File: config.mk
export PLATFORM = sky130hd
export DESIGN_NAME = zonotope_generator_slicer_core
export DESIGN_NICKNAME = d
export VERILOG_FILES = /design/src/hw/rtl/zgs_pkg.sv /design/src/hw/rtl/zgs_ctrl.sv /design/src/hw/rtl/zgs_dp.sv /design/src/hw/rtl/zonotope_generator_slicer_core.sv
export SDC_FILE = /design/constraint.sdc
export NUM_CORES = 2
export LEC_CHECK = 0
export CORE_ASPECT_RATIO = 1.2
export CORE_MARGIN = 2
export CORE_UTILIZATION = 67
export CTS_BUF_LIST = sky130_fd_sc_hd__clkbuf_4
export DETAILED_ROUTE_END_ITERATION = 7
export DONT_BUFFER_PORTS = 1
export PLACE_DENSITY = 0.83
export SKIP_LAST_GASP = 1
export SYNTH_ARGS = -nofsm -noshare
export SYNTH_HDL_FRONTEND = slang
export SYNTH_SLANG_ARGS = --single-unit
File: constraint.sdc
create_clock -name clock -period 24 [get_ports clock]
set_clock_uncertainty 0.2 [all_clocks]
set_input_delay 1.2 -clock clock [delete_from_list [all_inputs] [get_ports clock]]
set_output_delay 1.2 -clock clock [all_outputs]
set_load 0.02 [all_outputs]
File: src/hw/rtl/zgs_pkg.sv
`timescale 1ns / 1ps
// ----------------------------------------------------------------------------
// Zonotope generator slicer package
// Shared widths, dimension codes, item types, controller state and the
// command/status bundles between controller and datapath.
// ----------------------------------------------------------------------------
package zgs_pkg;

   localparam int DATA_WIDTH  = 32;
   localparam int ACC_WIDTH   = 48;
   localparam int CODE_WIDTH  = 8;
   localparam int LAMBDA_FRAC = 30;
   localparam int DIV_CNT_W   = $clog2(LAMBDA_FRAC);
   localparam int GEN_COUNT   = 3;
   localparam int GEN_W       = $clog2(GEN_COUNT);
   localparam int PROD_W      = 2 * DATA_WIDTH;

   // dimension codes
   localparam logic [CODE_WIDTH-1:0] DIM_U    = CODE_WIDTH'(7);
   localparam logic [CODE_WIDTH-1:0] DIM_V    = CODE_WIDTH'(8);
   localparam logic [CODE_WIDTH-1:0] DIM_R    = CODE_WIDTH'(9);
   localparam logic [CODE_WIDTH-1:0] DIM_XY_A = CODE_WIDTH'(11);
   localparam logic [CODE_WIDTH-1:0] DIM_XY_B = CODE_WIDTH'(12);

   // lambda magnitude constants (Q2.30)
   localparam logic [DATA_WIDTH-1:0] Q_ONE     = DATA_WIDTH'(1) << LAMBDA_FRAC;
   localparam logic [DATA_WIDTH-1:0] Q_SNAP    = Q_ONE + DATA_WIDTH'(1);
   localparam logic [DATA_WIDTH-1:0] Q_SAT_NEG = DATA_WIDTH'(1) << (DATA_WIDTH - 1);
   localparam logic [DATA_WIDTH-1:0] Q_SAT_POS = Q_SAT_NEG - DATA_WIDTH'(1);

   localparam logic [GEN_W-1:0]     GEN_LAST = GEN_W'(GEN_COUNT - 1);
   localparam logic [DIV_CNT_W-1:0] DIV_LAST = DIV_CNT_W'(LAMBDA_FRAC - 1);

   typedef struct packed {
      logic        [CODE_WIDTH-1:0] dim_code;
      logic signed [DATA_WIDTH-1:0] ctr_val;
      logic signed [DATA_WIDTH-1:0] slice_val;
      logic signed [DATA_WIDTH-1:0] gen_x;
      logic signed [DATA_WIDTH-1:0] gen_y;
      logic signed [DATA_WIDTH-1:0] gen_h;
      logic signed [DATA_WIDTH-1:0] point_u;
      logic signed [DATA_WIDTH-1:0] point_v;
      logic signed [DATA_WIDTH-1:0] point_r;
      logic                         last_gen;
   } req_item_type;

   typedef struct packed {
      logic signed [ACC_WIDTH-1:0]  sum_x;
      logic signed [ACC_WIDTH-1:0]  sum_y;
      logic signed [ACC_WIDTH-1:0]  sum_h;
      logic                         lambda_ok;
      logic                         xy_found;
      logic signed [DATA_WIDTH-1:0] xy_gen_x;
      logic signed [DATA_WIDTH-1:0] xy_gen_y;
      logic signed [DATA_WIDTH-1:0] xy_gen_h;
      logic signed [DATA_WIDTH-1:0] xy_slice_val;
      logic signed [DATA_WIDTH-1:0] xy_ctr_val;
      logic                         bad_dim;
   } rsp_item_type;

   typedef enum logic [1:0] {
      KIND_XY,
      KIND_LAMBDA,
      KIND_BAD
   } kind_type;

   typedef enum logic [2:0] {
      S_IDLE,
      S_PREP,
      S_INIT,
      S_DIV,
      S_SNAP,
      S_MUL,
      S_ACC,
      S_EMIT
   } state_type;

   typedef struct packed {
      logic             load;
      logic             prep;
      logic             init;
      logic             div_step;
      logic             snap;
      logic             mul;
      logic             acc;
      logic             emit;
      logic [GEN_W-1:0] gen_sel;
   } cmd_type;

   typedef struct packed {
      kind_type kind;
      logic     slice_zero;
      logic     sat;
      logic     last;
      logic     out_busy;
   } stat_type;

   function automatic kind_type classify(input logic [CODE_WIDTH-1:0] code);
      kind_type k;
      unique case (code) inside
         DIM_XY_A, DIM_XY_B:   k = KIND_XY;
         DIM_U, DIM_V, DIM_R:  k = KIND_LAMBDA;
         default:              k = KIND_BAD;
      endcase
      return k;
   endfunction

endpackage

File: src/hw/rtl/zgs_ctrl.sv
`timescale 1ns / 1ps
// ----------------------------------------------------------------------------
// Zonotope generator slicer controller
// Sequences one item at a time: classify, divide, snap, weigh and emit.
// ----------------------------------------------------------------------------
module zgs_ctrl (
   input  logic              clock,
   input  logic              reset,
   input  logic              req_valid,
   output logic              req_stall,
   input  zgs_pkg::stat_type stat,
   output zgs_pkg::cmd_type  cmd
);
   import zgs_pkg::*;

   state_type             state_ff, state_in;
   logic [DIV_CNT_W-1:0]  div_cnt_ff, div_cnt_in;
   logic [GEN_W-1:0]      gen_ff, gen_in;
   state_type             done_state;

   always_ff @(posedge clock) begin
      if (reset) begin
         state_ff   <= S_IDLE;
         div_cnt_ff <= '0;
         gen_ff     <= '0;
      end else begin
         state_ff   <= state_in;
         div_cnt_ff <= div_cnt_in;
         gen_ff     <= gen_in;
      end
   end

   assign done_state = stat.last ? S_EMIT : S_IDLE;

   // next state
   always_comb begin
      state_in   = state_ff;
      div_cnt_in = div_cnt_ff;
      gen_in     = gen_ff;
      unique case (state_ff)
         S_IDLE: begin
            if (req_valid) state_in = S_PREP;
         end
         S_PREP: begin
            if (stat.kind == KIND_LAMBDA && !stat.slice_zero) state_in = S_INIT;
            else state_in = done_state;
         end
         S_INIT: begin
            div_cnt_in = '0;
            state_in   = stat.sat ? S_SNAP : S_DIV;
         end
         S_DIV: begin
            div_cnt_in = div_cnt_ff + DIV_CNT_W'(1);
            if (div_cnt_ff == DIV_LAST) state_in = S_SNAP;
         end
         S_SNAP: begin
            gen_in   = '0;
            state_in = S_MUL;
         end
         S_MUL: begin
            state_in = S_ACC;
         end
         S_ACC: begin
            if (gen_ff == GEN_LAST) begin
               state_in = done_state;
            end else begin
               gen_in   = gen_ff + GEN_W'(1);
               state_in = S_MUL;
            end
         end
         S_EMIT: begin
            if (!stat.out_busy) state_in = S_IDLE;
         end
         default: state_in = S_IDLE;
      endcase
   end

   // outputs
   always_comb begin
      cmd         = '0;
      cmd.gen_sel = gen_ff;
      req_stall   = 1'b1;
      unique case (state_ff)
         S_IDLE: begin
            req_stall = 1'b0;
            cmd.load  = req_valid;
         end
         S_PREP:  cmd.prep     = 1'b1;
         S_INIT:  cmd.init     = 1'b1;
         S_DIV:   cmd.div_step = 1'b1;
         S_SNAP:  cmd.snap     = 1'b1;
         S_MUL:   cmd.mul      = 1'b1;
         S_ACC:   cmd.acc      = 1'b1;
         S_EMIT:  cmd.emit     = !stat.out_busy;
         default: req_stall    = 1'b1;
      endcase
   end

endmodule

File: src/hw/rtl/zgs_dp.sv
`timescale 1ns / 1ps
// ----------------------------------------------------------------------------
// Zonotope generator slicer datapath
// Item latch, restoring divider, shared multiplier, saturating accumulators,
// xy slice store and the result register.
// ----------------------------------------------------------------------------
module zgs_dp (
   input  logic                  clock,
   input  logic                  reset,
   input  zgs_pkg::req_item_type req_item,
   input  zgs_pkg::cmd_type      cmd,
   output zgs_pkg::stat_type     stat,
   output logic                  rsp_valid,
   input  logic                  rsp_stall,
   output zgs_pkg::rsp_item_type rsp_item
);
   import zgs_pkg::*;

   req_item_type            item_ff;
   logic [DATA_WIDTH-1:0]   n_ff, n_in;
   logic [DATA_WIDTH-1:0]   d_ff, d_in;
   logic                    neg_ff, neg_in;
   logic [DATA_WIDTH-1:0]   rem_ff, rem_in;
   logic [DATA_WIDTH-1:0]   q_ff, q_in;
   logic [PROD_W-1:0]       prod_ff, prod_in;
   logic                    gneg_ff, gneg_in;
   logic [ACC_WIDTH-1:0]    acc_x_ff, acc_x_in;
   logic [ACC_WIDTH-1:0]    acc_y_ff, acc_y_in;
   logic [ACC_WIDTH-1:0]    acc_h_ff, acc_h_in;
   logic                    all_ok_ff, all_ok_in;
   logic                    xy_seen_ff, xy_seen_in;
   logic                    dim_err_ff, dim_err_in;
   logic [DATA_WIDTH-1:0]   xy_x_ff, xy_x_in;
   logic [DATA_WIDTH-1:0]   xy_y_ff, xy_y_in;
   logic [DATA_WIDTH-1:0]   xy_h_ff, xy_h_in;
   logic [DATA_WIDTH-1:0]   xy_s_ff, xy_s_in;
   logic [DATA_WIDTH-1:0]   xy_c_ff, xy_c_in;
   rsp_item_type            rsp_ff, rsp_in;
   logic                    rsp_valid_ff, rsp_valid_in;

   kind_type                kind;
   logic [DATA_WIDTH-1:0]   pt;
   logic [DATA_WIDTH:0]     diff, diff_neg;
   logic [DATA_WIDTH:0]     rem2;
   logic                    q0, ge;
   logic [DATA_WIDTH-1:0]   gsel, gmag;
   logic [DATA_WIDTH:0]     tmag;
   logic [ACC_WIDTH:0]      tval, acc_ext, sum;
   logic [ACC_WIDTH-1:0]    acc_cur, acc_new;

   assign kind = classify(item_ff.dim_code);

   always_comb begin
      case (item_ff.dim_code)
         DIM_U:   pt = item_ff.point_u;
         DIM_V:   pt = item_ff.point_v;
         default: pt = item_ff.point_r;
      endcase
   end

   assign diff     = {pt[DATA_WIDTH-1], pt}
                   - {item_ff.ctr_val[DATA_WIDTH-1], item_ff.ctr_val};
   assign diff_neg = -diff;

   assign q0   = n_ff >= d_ff;
   assign rem2 = {rem_ff, 1'b0};
   assign ge   = rem2 >= {1'b0, d_ff};

   always_comb begin
      case (cmd.gen_sel)
         2'd0:    gsel = item_ff.gen_x;
         2'd1:    gsel = item_ff.gen_y;
         default: gsel = item_ff.gen_h;
      endcase
   end
   assign gmag = gsel[DATA_WIDTH-1] ? (~gsel + DATA_WIDTH'(1)) : gsel;

   always_comb begin
      case (cmd.gen_sel)
         2'd0:    acc_cur = acc_x_ff;
         2'd1:    acc_cur = acc_y_ff;
         default: acc_cur = acc_h_ff;
      endcase
   end

   // drop the 30 lambda fraction bits, apply sign, add with saturation
   assign tmag    = prod_ff[LAMBDA_FRAC+DATA_WIDTH:LAMBDA_FRAC];
   assign tval    = (neg_ff ^ gneg_ff) ? -(ACC_WIDTH+1)'(tmag) : (ACC_WIDTH+1)'(tmag);
   assign acc_ext = {acc_cur[ACC_WIDTH-1], acc_cur};
   assign sum     = acc_ext + tval;
   always_comb begin
      if (sum[ACC_WIDTH] != sum[ACC_WIDTH-1])
         acc_new = {sum[ACC_WIDTH], {(ACC_WIDTH-1){~sum[ACC_WIDTH]}}};
      else
         acc_new = sum[ACC_WIDTH-1:0];
   end

   always_comb begin
      n_in         = n_ff;
      d_in         = d_ff;
      neg_in       = neg_ff;
      rem_in       = rem_ff;
      q_in         = q_ff;
      prod_in      = prod_ff;
      gneg_in      = gneg_ff;
      acc_x_in     = acc_x_ff;
      acc_y_in     = acc_y_ff;
      acc_h_in     = acc_h_ff;
      all_ok_in    = all_ok_ff;
      xy_seen_in   = xy_seen_ff;
      dim_err_in   = dim_err_ff;
      xy_x_in      = xy_x_ff;
      xy_y_in      = xy_y_ff;
      xy_h_in      = xy_h_ff;
      xy_s_in      = xy_s_ff;
      xy_c_in      = xy_c_ff;
      rsp_in       = rsp_ff;
      rsp_valid_in = rsp_valid_ff && rsp_stall;

      if (cmd.prep) begin
         n_in   = diff[DATA_WIDTH] ? diff_neg[DATA_WIDTH-1:0] : diff[DATA_WIDTH-1:0];
         d_in   = item_ff.slice_val[DATA_WIDTH-1]
                ? (~item_ff.slice_val + DATA_WIDTH'(1)) : item_ff.slice_val;
         neg_in = diff[DATA_WIDTH] ^ item_ff.slice_val[DATA_WIDTH-1];
         case (kind)
            KIND_XY: begin
               xy_x_in    = item_ff.gen_x;
               xy_y_in    = item_ff.gen_y;
               xy_h_in    = item_ff.gen_h;
               xy_s_in    = item_ff.slice_val;
               xy_c_in    = item_ff.ctr_val;
               xy_seen_in = 1'b1;
            end
            KIND_LAMBDA: begin
               if (stat.slice_zero) all_ok_in = 1'b0;
            end
            default: dim_err_in = 1'b1;
         endcase
      end

      if (cmd.init) begin
         if (stat.sat) begin
            q_in = neg_ff ? Q_SAT_NEG : Q_SAT_POS;
         end else begin
            q_in   = {{(DATA_WIDTH-1){1'b0}}, q0};
            rem_in = q0 ? (n_ff - d_ff) : n_ff;
         end
      end

      if (cmd.div_step) begin
         rem_in = ge ? DATA_WIDTH'(rem2 - {1'b0, d_ff}) : rem2[DATA_WIDTH-1:0];
         q_in   = {q_ff[DATA_WIDTH-2:0], ge};
      end

      if (cmd.snap) begin
         if (q_ff == Q_SNAP) q_in = Q_ONE;
         else if (q_ff > Q_ONE) all_ok_in = 1'b0;
      end

      if (cmd.mul) begin
         prod_in = PROD_W'(q_ff) * PROD_W'(gmag);
         gneg_in = gsel[DATA_WIDTH-1];
      end

      if (cmd.acc) begin
         case (cmd.gen_sel)
            2'd0:    acc_x_in = acc_new;
            2'd1:    acc_y_in = acc_new;
            default: acc_h_in = acc_new;
         endcase
      end

      if (cmd.emit) begin
         rsp_in.sum_x        = acc_x_ff;
         rsp_in.sum_y        = acc_y_ff;
         rsp_in.sum_h        = acc_h_ff;
         rsp_in.lambda_ok    = all_ok_ff;
         rsp_in.xy_found     = xy_seen_ff;
         rsp_in.xy_gen_x     = xy_x_ff;
         rsp_in.xy_gen_y     = xy_y_ff;
         rsp_in.xy_gen_h     = xy_h_ff;
         rsp_in.xy_slice_val = xy_s_ff;
         rsp_in.xy_ctr_val   = xy_c_ff;
         rsp_in.bad_dim      = dim_err_ff;
         rsp_valid_in        = 1'b1;
         // start the next query from reset values
         acc_x_in   = '0;
         acc_y_in   = '0;
         acc_h_in   = '0;
         all_ok_in  = 1'b1;
         xy_seen_in = 1'b0;
         dim_err_in = 1'b0;
         xy_x_in    = '0;
         xy_y_in    = '0;
         xy_h_in    = '0;
         xy_s_in    = '0;
         xy_c_in    = '0;
      end
   end

   always_ff @(posedge clock) begin
      if (reset) begin
         acc_x_ff     <= '0;
         acc_y_ff     <= '0;
         acc_h_ff     <= '0;
         all_ok_ff    <= 1'b1;
         xy_seen_ff   <= 1'b0;
         dim_err_ff   <= 1'b0;
         xy_x_ff      <= '0;
         xy_y_ff      <= '0;
         xy_h_ff      <= '0;
         xy_s_ff      <= '0;
         xy_c_ff      <= '0;
         rsp_valid_ff <= 1'b0;
      end else begin
         acc_x_ff     <= acc_x_in;
         acc_y_ff     <= acc_y_in;
         acc_h_ff     <= acc_h_in;
         all_ok_ff    <= all_ok_in;
         xy_seen_ff   <= xy_seen_in;
         dim_err_ff   <= dim_err_in;
         xy_x_ff      <= xy_x_in;
         xy_y_ff      <= xy_y_in;
         xy_h_ff      <= xy_h_in;
         xy_s_ff      <= xy_s_in;
         xy_c_ff      <= xy_c_in;
         rsp_valid_ff <= rsp_valid_in;
      end
   end

   always_ff @(posedge clock) begin
      if (cmd.load) item_ff <= req_item;
      n_ff    <= n_in;
      d_ff    <= d_in;
      neg_ff  <= neg_in;
      rem_ff  <= rem_in;
      q_ff    <= q_in;
      prod_ff <= prod_in;
      gneg_ff <= gneg_in;
      rsp_ff  <= rsp_in;
   end

   always_comb begin
      stat.kind       = kind;
      stat.slice_zero = item_ff.slice_val == '0;
      stat.sat        = {1'b0, n_ff} >= {d_ff, 1'b0};
      stat.last       = item_ff.last_gen;
      stat.out_busy   = rsp_valid_ff && rsp_stall;
   end

   assign rsp_valid = rsp_valid_ff;
   assign rsp_item  = rsp_ff;

endmodule

File: src/hw/rtl/zonotope_generator_slicer_core.sv
`timescale 1ns / 1ps
// ----------------------------------------------------------------------------
// Zonotope generator slicer core
// Slices a zonotope one generator at a time and returns weighted sums.
// ----------------------------------------------------------------------------
// Usage:
//   req_* carries one generator item per handshake (valid high, stall low),
//   together with the query point. Items with last_gen set close a query and
//   produce one rsp_* item; all other items produce nothing.
//   An xy-slice code, an unsupported code or a zero divisor skips the divider
//   and the multiplier: after S_PREP it goes to S_IDLE, or to S_EMIT if it closes.
//   A u/v/r code with a nonzero divisor goes through S_INIT, S_DIV, S_SNAP and
//   S_MUL/S_ACC: the restoring divider works out the lambda fraction bits, one
//   per S_DIV step, then one shared 32x32 multiplier weighs x, y and heading in
//   turn (S_MUL, then S_ACC, for each). A saturated lambda skips the divider.
//   The closing item then loads the result register in S_EMIT, once it is free.
//   Only one item is in flight; req_stall is high until it is done.
//   The result register holds rsp_item stable while rsp_stall is high; the
//   next query's items are still accepted meanwhile, and a later result
//   waits in the controller until the register frees up.
//   Synchronous reset clears accumulators, the xy-seen and bad-dim flags, the
//   xy store and rsp_valid, and sets the lambda-ok flag.
module zonotope_generator_slicer_core (
   input  logic                  clock,
   input  logic                  reset,
   input  logic                  req_valid,
   output logic                  req_stall,
   input  zgs_pkg::req_item_type req_item,
   output logic                  rsp_valid,
   input  logic                  rsp_stall,
   output zgs_pkg::rsp_item_type rsp_item
);
   import zgs_pkg::*;

   cmd_type  cmd;
   stat_type stat;

   // sequence the item through classify, divide, snap, weigh, emit
   zgs_ctrl u_ctrl (
      .clock     (clock),
      .reset     (reset),
      .req_valid (req_valid),
      .req_stall (req_stall),
      .stat      (stat),
      .cmd       (cmd)
   );

   // hold the item, the divider, multiplier, accumulators and result register
   zgs_dp u_dp (
      .clock     (clock),
      .reset     (reset),
      .req_item  (req_item),
      .cmd       (cmd),
      .stat      (stat),
      .rsp_valid (rsp_valid),
      .rsp_stall (rsp_stall),
      .rsp_item  (rsp_item)
   );

endmodule
## After elaboration in Yosys (flattened, before gate mapping)

Index checks and enable logic that the tools add are counted.

- Input bits: 269
- Bits in registers: 1083
- Output and inout bits: 309

- Multiply operators: 1
- Add/sub/neg operators: 10
- Bitwise logic cells: 7
- Reduce and logical (&&, ||, !) cells: 24
- Eq/ne operators: 23
- Mux-type cells: 47
- Magnitude comparators: 4

Operator list:

| operator | count |
|---|---|
| 32-bit 2-to-1 mux | 13 |
| 32-bit case mux with 2 select lines | 2 |
| 48-bit case mux with 2 select lines | 1 |
| 32-bit inverter | 2 |
| 32-bit subtractor | 2 |
| 32-bit by 32-bit multiplier with 63-bit output | 1 |
| 49-bit adder | 1 |
| 49-bit 2-to-1 mux | 1 |
| 33-bit negation with 49-bit output | 1 |
| 48-bit 2-to-1 mux | 1 |
| 32-bit by 33-bit >= comparator with 1-bit output | 1 |
| 33-bit by 32-bit >= comparator with 1-bit output | 1 |
| 32-bit by 32-bit subtractor with 33-bit output | 1 |
| 32-bit by 1-bit adder with 32-bit output, second input constant | 1 |
| 32-bit by 2-bit adder with 32-bit output, second input constant | 1 |
| 32-bit by 31-bit == test with 1-bit output, second input constant | 1 |
| 8-bit by 4-bit == test with 1-bit output, second input constant | 4 |
| 32-bit >= comparator | 1 |
| 32-bit by 31-bit greater-than comparator with 1-bit output, second input constant | 1 |
| 32-bit zero test | 1 |
| 32-bit negation | 1 |
| 31-bit 2-to-1 mux | 1 |
| 3-bit case mux with 8 select lines | 1 |
| 3-bit 2-to-1 mux | 7 |
| 27 further kinds | 68 |

## Logic depth before layout (Yosys ltp)

- Depth in word-level cells: 9
- Mapped depth: 42
- Gate-level depth less buffers: 39

## Hierarchy

Synthesis repeated with hierarchy kept, for this count alone.

- Cells, all modules: 8049
- Area, all modules: 80312.0 sq um

Modules (own cells, without submodules):

| module | cells an instance | area each (sq um) | instances |
|---|---|---|---|
| zgs_dp | 7965 | 79597.6 | 1 |
| zgs_ctrl | 84 | 714.4 | 1 |

## Worst setup path after synthesis

Ideal clock, no wire load.

- Path type: input port to flip-flop
- From: in rsp_stall
- To: reg u_dp.acc_x_ff[46]
- Data arrival time: 19546 ps
- Slack: 4137 ps
- Path buffers: 1
- Data required time: 23683 ps
- Cell stages on the path: 5
- Path through: a21oi_1 nor2_1 and3_1 buf_4 a22o_1

- Word-level cells in the longest chain between the ends: 4

RTL lines:

| element | RTL line | RTL |
|---|---|---|
| start: declaration | zonotope_generator_slicer_core.sv:30 | `input logic rsp_stall,` |
| 1-bit logical AND | zgs_dp.sv:248 | `stat.out_busy = rsp_valid_ff && rsp_stall;` |
| 1-bit zero test | -- |  |
| 1-bit 2-to-1 mux | zgs_ctrl.sv:83 | `unique case (state_ff)` |
| 2-bit OR reduction (no source line) | -- |  |
| end signal: assignment | zgs_dp.sv:216 | `acc_x_ff <= acc_x_in;` |
| end: declaration | zgs_dp.sv:27 | `logic [ACC_WIDTH-1:0] acc_x_ff, acc_x_in;` |

Every way passes these cells.
A chain may end at the register's enable or synchronous reset.

## Worst setup path in the final report

- From: reg u_ctrl.gen_ff[1]
- To: reg u_dp.prod_ff[59], data pin

- Word-level cells in the longest chain between the ends: 6
- Elaborated cells between the ends (all ways): 7
- Those cells by class: add/sub: 1; mul: 1; eq/ne: 1; mux: 2; bitwise: 1; reduce/logical: 1

RTL lines:

| element | RTL line | RTL |
|---|---|---|
| start: declaration | zgs_ctrl.sv:18 | `logic [GEN_W-1:0] gen_ff, gen_in;` |
| start signal: assignment | zgs_ctrl.sv:29 | `gen_ff <= gen_in;` |
| 2-bit by 1-bit == test with 1-bit output / 2-bit zero test (equally long branches) | zgs_dp.sv:70 | `case (cmd.gen_sel)` |
| 32-bit case mux with 2 select lines (*) | zgs_dp.sv:70 |  |
| 32-bit inverter | zgs_dp.sv:76 | `assign gmag = gsel[DATA_WIDTH-1] ? (~gsel + DATA_WIDTH'(1)) : gsel;` |
| 32-bit by 1-bit adder with 32-bit output | zgs_dp.sv:76 |  |
| 32-bit 2-to-1 mux (*) | zgs_dp.sv:76 |  |
| 32-bit by 32-bit multiplier with 63-bit output (*) | zgs_dp.sv:161 | `prod_in = PROD_W'(q_ff) * PROD_W'(gmag);` |
| end signal: assignment | zgs_dp.sv:238 | `prod_ff <= prod_in;` |
| end: declaration | zgs_dp.sv:25 | `logic [PROD_W-1:0] prod_ff, prod_in;` |

Every way passes the cells marked *; elsewhere a longest branch is shown, timed or not.

==> qor.txt <==
Simple-Gate Fraction of Synth Area: 13.84%
DR pass1 iterations: 8
status: finished, final reports clean
Slowest cell on crit path: a21oi_1
CTS resizes: 0
Seq/Total Area, Yosys: 35.40%
Layout area overhead: 9.545%
Port Buffers: 0
Post-Syn Instances: 7871
Post-DP Area: 0.08089 mm2
most used cell, CP: fa_1
Syn Std Cell Area: 0.07942 mm2
RSZ-0062 raised after global routing: no
share of layout cells above drive strength 1: 7.420%
dominant synthesized flop cell: edfxtp_1
H-tree depth: 4
Synth Area in XOR/XNOR: 3.034%
syn avg cell area: 10.09 um2
placed cells: 9081
Worst Setup End Kind: register
vias in the first global route: 65.41k
Tmin final: 12.04 ns
Hold Crit Start: u_dp.xy_s_ff[28]
Synth Area in Compound Gates: 10.76%
DRC Markers: 0
CORE AREA: 0.1178 mm2
die area: 0.1213 mm2
Initial Util: 67.44%
class of the worst hold path: reg -> reg
# clock sinks: 1053
final WL: 249000 um
Slew Viols, Final: 0
CP Launch Type: register
Max-slew headroom: 14.37%
largest net degree at the start of global routing: 176
synth cell count leaders: nand2_1, inv_1, fa_1
fin util: 73.88%
global placement routability congestion: 0.9984
max cap viols: 0
CP peak stage delay: 0.63 ns
most area-hungry cell type in the Yosys netlist: edfxtp_1
FILL cells: 7562
post-synthesis adder-cell area fraction: 29.55%
Detail Route Antenna Nets: 0
# IOs: 578
first-pass GRT wire length: 376100 um
share of the synthesized area in the top cell type: 26.58%
syn nets: 9476
GRT overflow: 0
number of flops mapped to enable cells by yosys: 703
post-DP HPWL: 166500 um
Worst-Margin Slew: 1.280 ns
crit path from: u_ctrl.gen_ff[1]
setup TNS: 0 ns
initial antenna violation count: 9
final net count: 9654
final cycle utilization of the critical path: 50.16%
CTS Buffer Depth: 3
Non-Filler Instances: 9815
vias per cell: 6.419
synthesized flop and latch total: 1053
CTS buffer count: 239
count leader, synth: nand2_1
ranking of synthesized cells by area: edfxtp_1, fa_1, dfxtp_1
YS warnings: 0
via count: 63.00k
Iteration-0 DRC Markers: 7675
Clock transition at path regs: 0.10 ns
FFs w/ async S/R, synth: 0%
main combinational cell family by area after synthesis: adder cells
mux cell area share after synthesis: 0.2032%
WP data arrival: 12.75 ns
Routed wire per std cell: 25.37 um
Max FO, Critical Path: 36
GRT Total Usage: 40.57%
Final Cell Area: 0.08700 mm2
clk_lat worst skew: 1.25 ns
Final Hold Fails: 0
Worst EP required: 24.71 ns
Die Height: 381.2 um
Cell Rows: 138
clock root buffer master: clkbuf_4
fmax: 0.08306 GHz
Die W: 318.3 um
CTS tree: yes
final setup vio count: 0
Synth cell types: 90
Setup CP Type: reg -> reg
launch point of the worst reg-to-reg path: u_ctrl.gen_ff[1]
==> critical path: cells and delay by family (launching register included) <==
family                     cells  cell delay (ns)
xor gates and xnor gates       2             0.70
DFF                            1             0.33
AOI/OAI and AO/OA              9             2.26
and+or+nand+nor               10             2.72
buffers and inverters          5             0.88
adders and majority gates     10             4.65
==> state kept, by name (all words and copies together) (netlist names), 2 cells and up <==
name	count
u_dp.xy_s_ff	32
u_dp.acc_h_ff	48
u_dp.rsp_item	307
u_ctrl.state_ff	3
u_dp.n_ff	32
u_dp.xy_h_ff	32
u_dp.rem_ff	32
u_ctrl.gen_ff	2
u_dp.acc_y_ff	48
u_dp.xy_x_ff	32
u_dp.xy_y_ff	32
u_dp.d_ff	32
u_dp.q_ff	32
u_ctrl.div_cnt_ff	5
u_dp.item_ff	264
u_dp.acc_x_ff	48
u_dp.prod_ff	33
u_dp.xy_c_ff	32
==> final timing paths <==
path / slack (ns) / cells after the start / to
worst max-delay path: 11.96 / 36 / u_dp.prod_ff[59]
worst min-delay path: 0.19 / 0 / u_dp.rsp_item[61]
worst max register to register: 11.96 / 36 / u_dp.prod_ff[59]
worst min register to register: 0.19 / 0 / u_dp.rsp_item[61]
==> kinds of logic (layout without fill, tap and decap cells) <==
logic type                 after synthesis  in the layout
xor gates and xnor gates               273            273
adders and majority gates             1337           1337
muxes                                   16             16
AOI/OAI and AO/OA                     1334           1334
buffers and inverters                 1507           1897
other                                    0             14
and+or+nand+nor                       2351           2351
DFF                                   1053           1053
==> routing by layer <==
layer | routed length, um | up-vias | GRT usage, % | share of wire, %
met1 | 81540 | 30440 | 46.72 | 33
li1 | - | 26310 | - | -
met2 | 115900 | 4964 | 66.03 | 47
met3 | 29850 | 1289 | 10.48 | 12
met5 | 24 | - | 0 | 0.0096
met4 | 21760 | 4 | 29.30 | 8.7
==> through the flow <==
step,worst slack [ns],hold slack (ns)
2_1_floorplan,4.137,0.2081
3_3_place_gp,12.74,0.2110
3_5_place_dp,12.34,0.2145
4_1_cts,12.32,0.1254
5_1_grt,11.45,0.1482
6_report,11.96,0.1855
==> repair_timing <==
item,CTS,global route
buffers inserted,0,0
hold buffers,267,0
hold endpoints to repair,277,0
==> layout make-up <==
class	count	area (um2)	area share, %
antenna	14	35.03	0.04027
clock buffer	368	2763	3.175
clock inverter	85	631.9	0.7263
inverter	1081	4058	4.664
multi-input combinational	5311	46030	52.91
sequential	1053	28140	32.34
tap	1540	1927	2.215
timing repair buffer	363	3418	3.929
==> layout by cell type (no fill, tap or decap), drive strengths merged, types with 24 or more instances in the layout <==
cell type	synthesis	routed
xor2	94	94
a22o	71	71
a21oi	463	463
o21bai	28	28
ha	438	438
nor3	49	49
nand2b	27	27
edfxtp	703	703
a21o	127	127
clkinv	0	68
inv	1081	1092
fa	898	898
o31ai	25	25
nor2b	29	29
dfxtp	350	350
a211oi	40	40
buf	56	96
clkbuf	370	368
xnor2	179	179
and2	497	497
nor2	213	213
a221o	34	34
o21a	35	35
a22oi	90	90
nand3	63	63
dlygate4sd3	0	267
a31oi	39	39
nand4	42	42
and3	33	33
nor4	24	24
nand2	1286	1286
o21ai	242	242
Power is left out: the tool's default activity adds up to more than one toggle a clock period on the data nets, which glitch-free logic cannot reach.
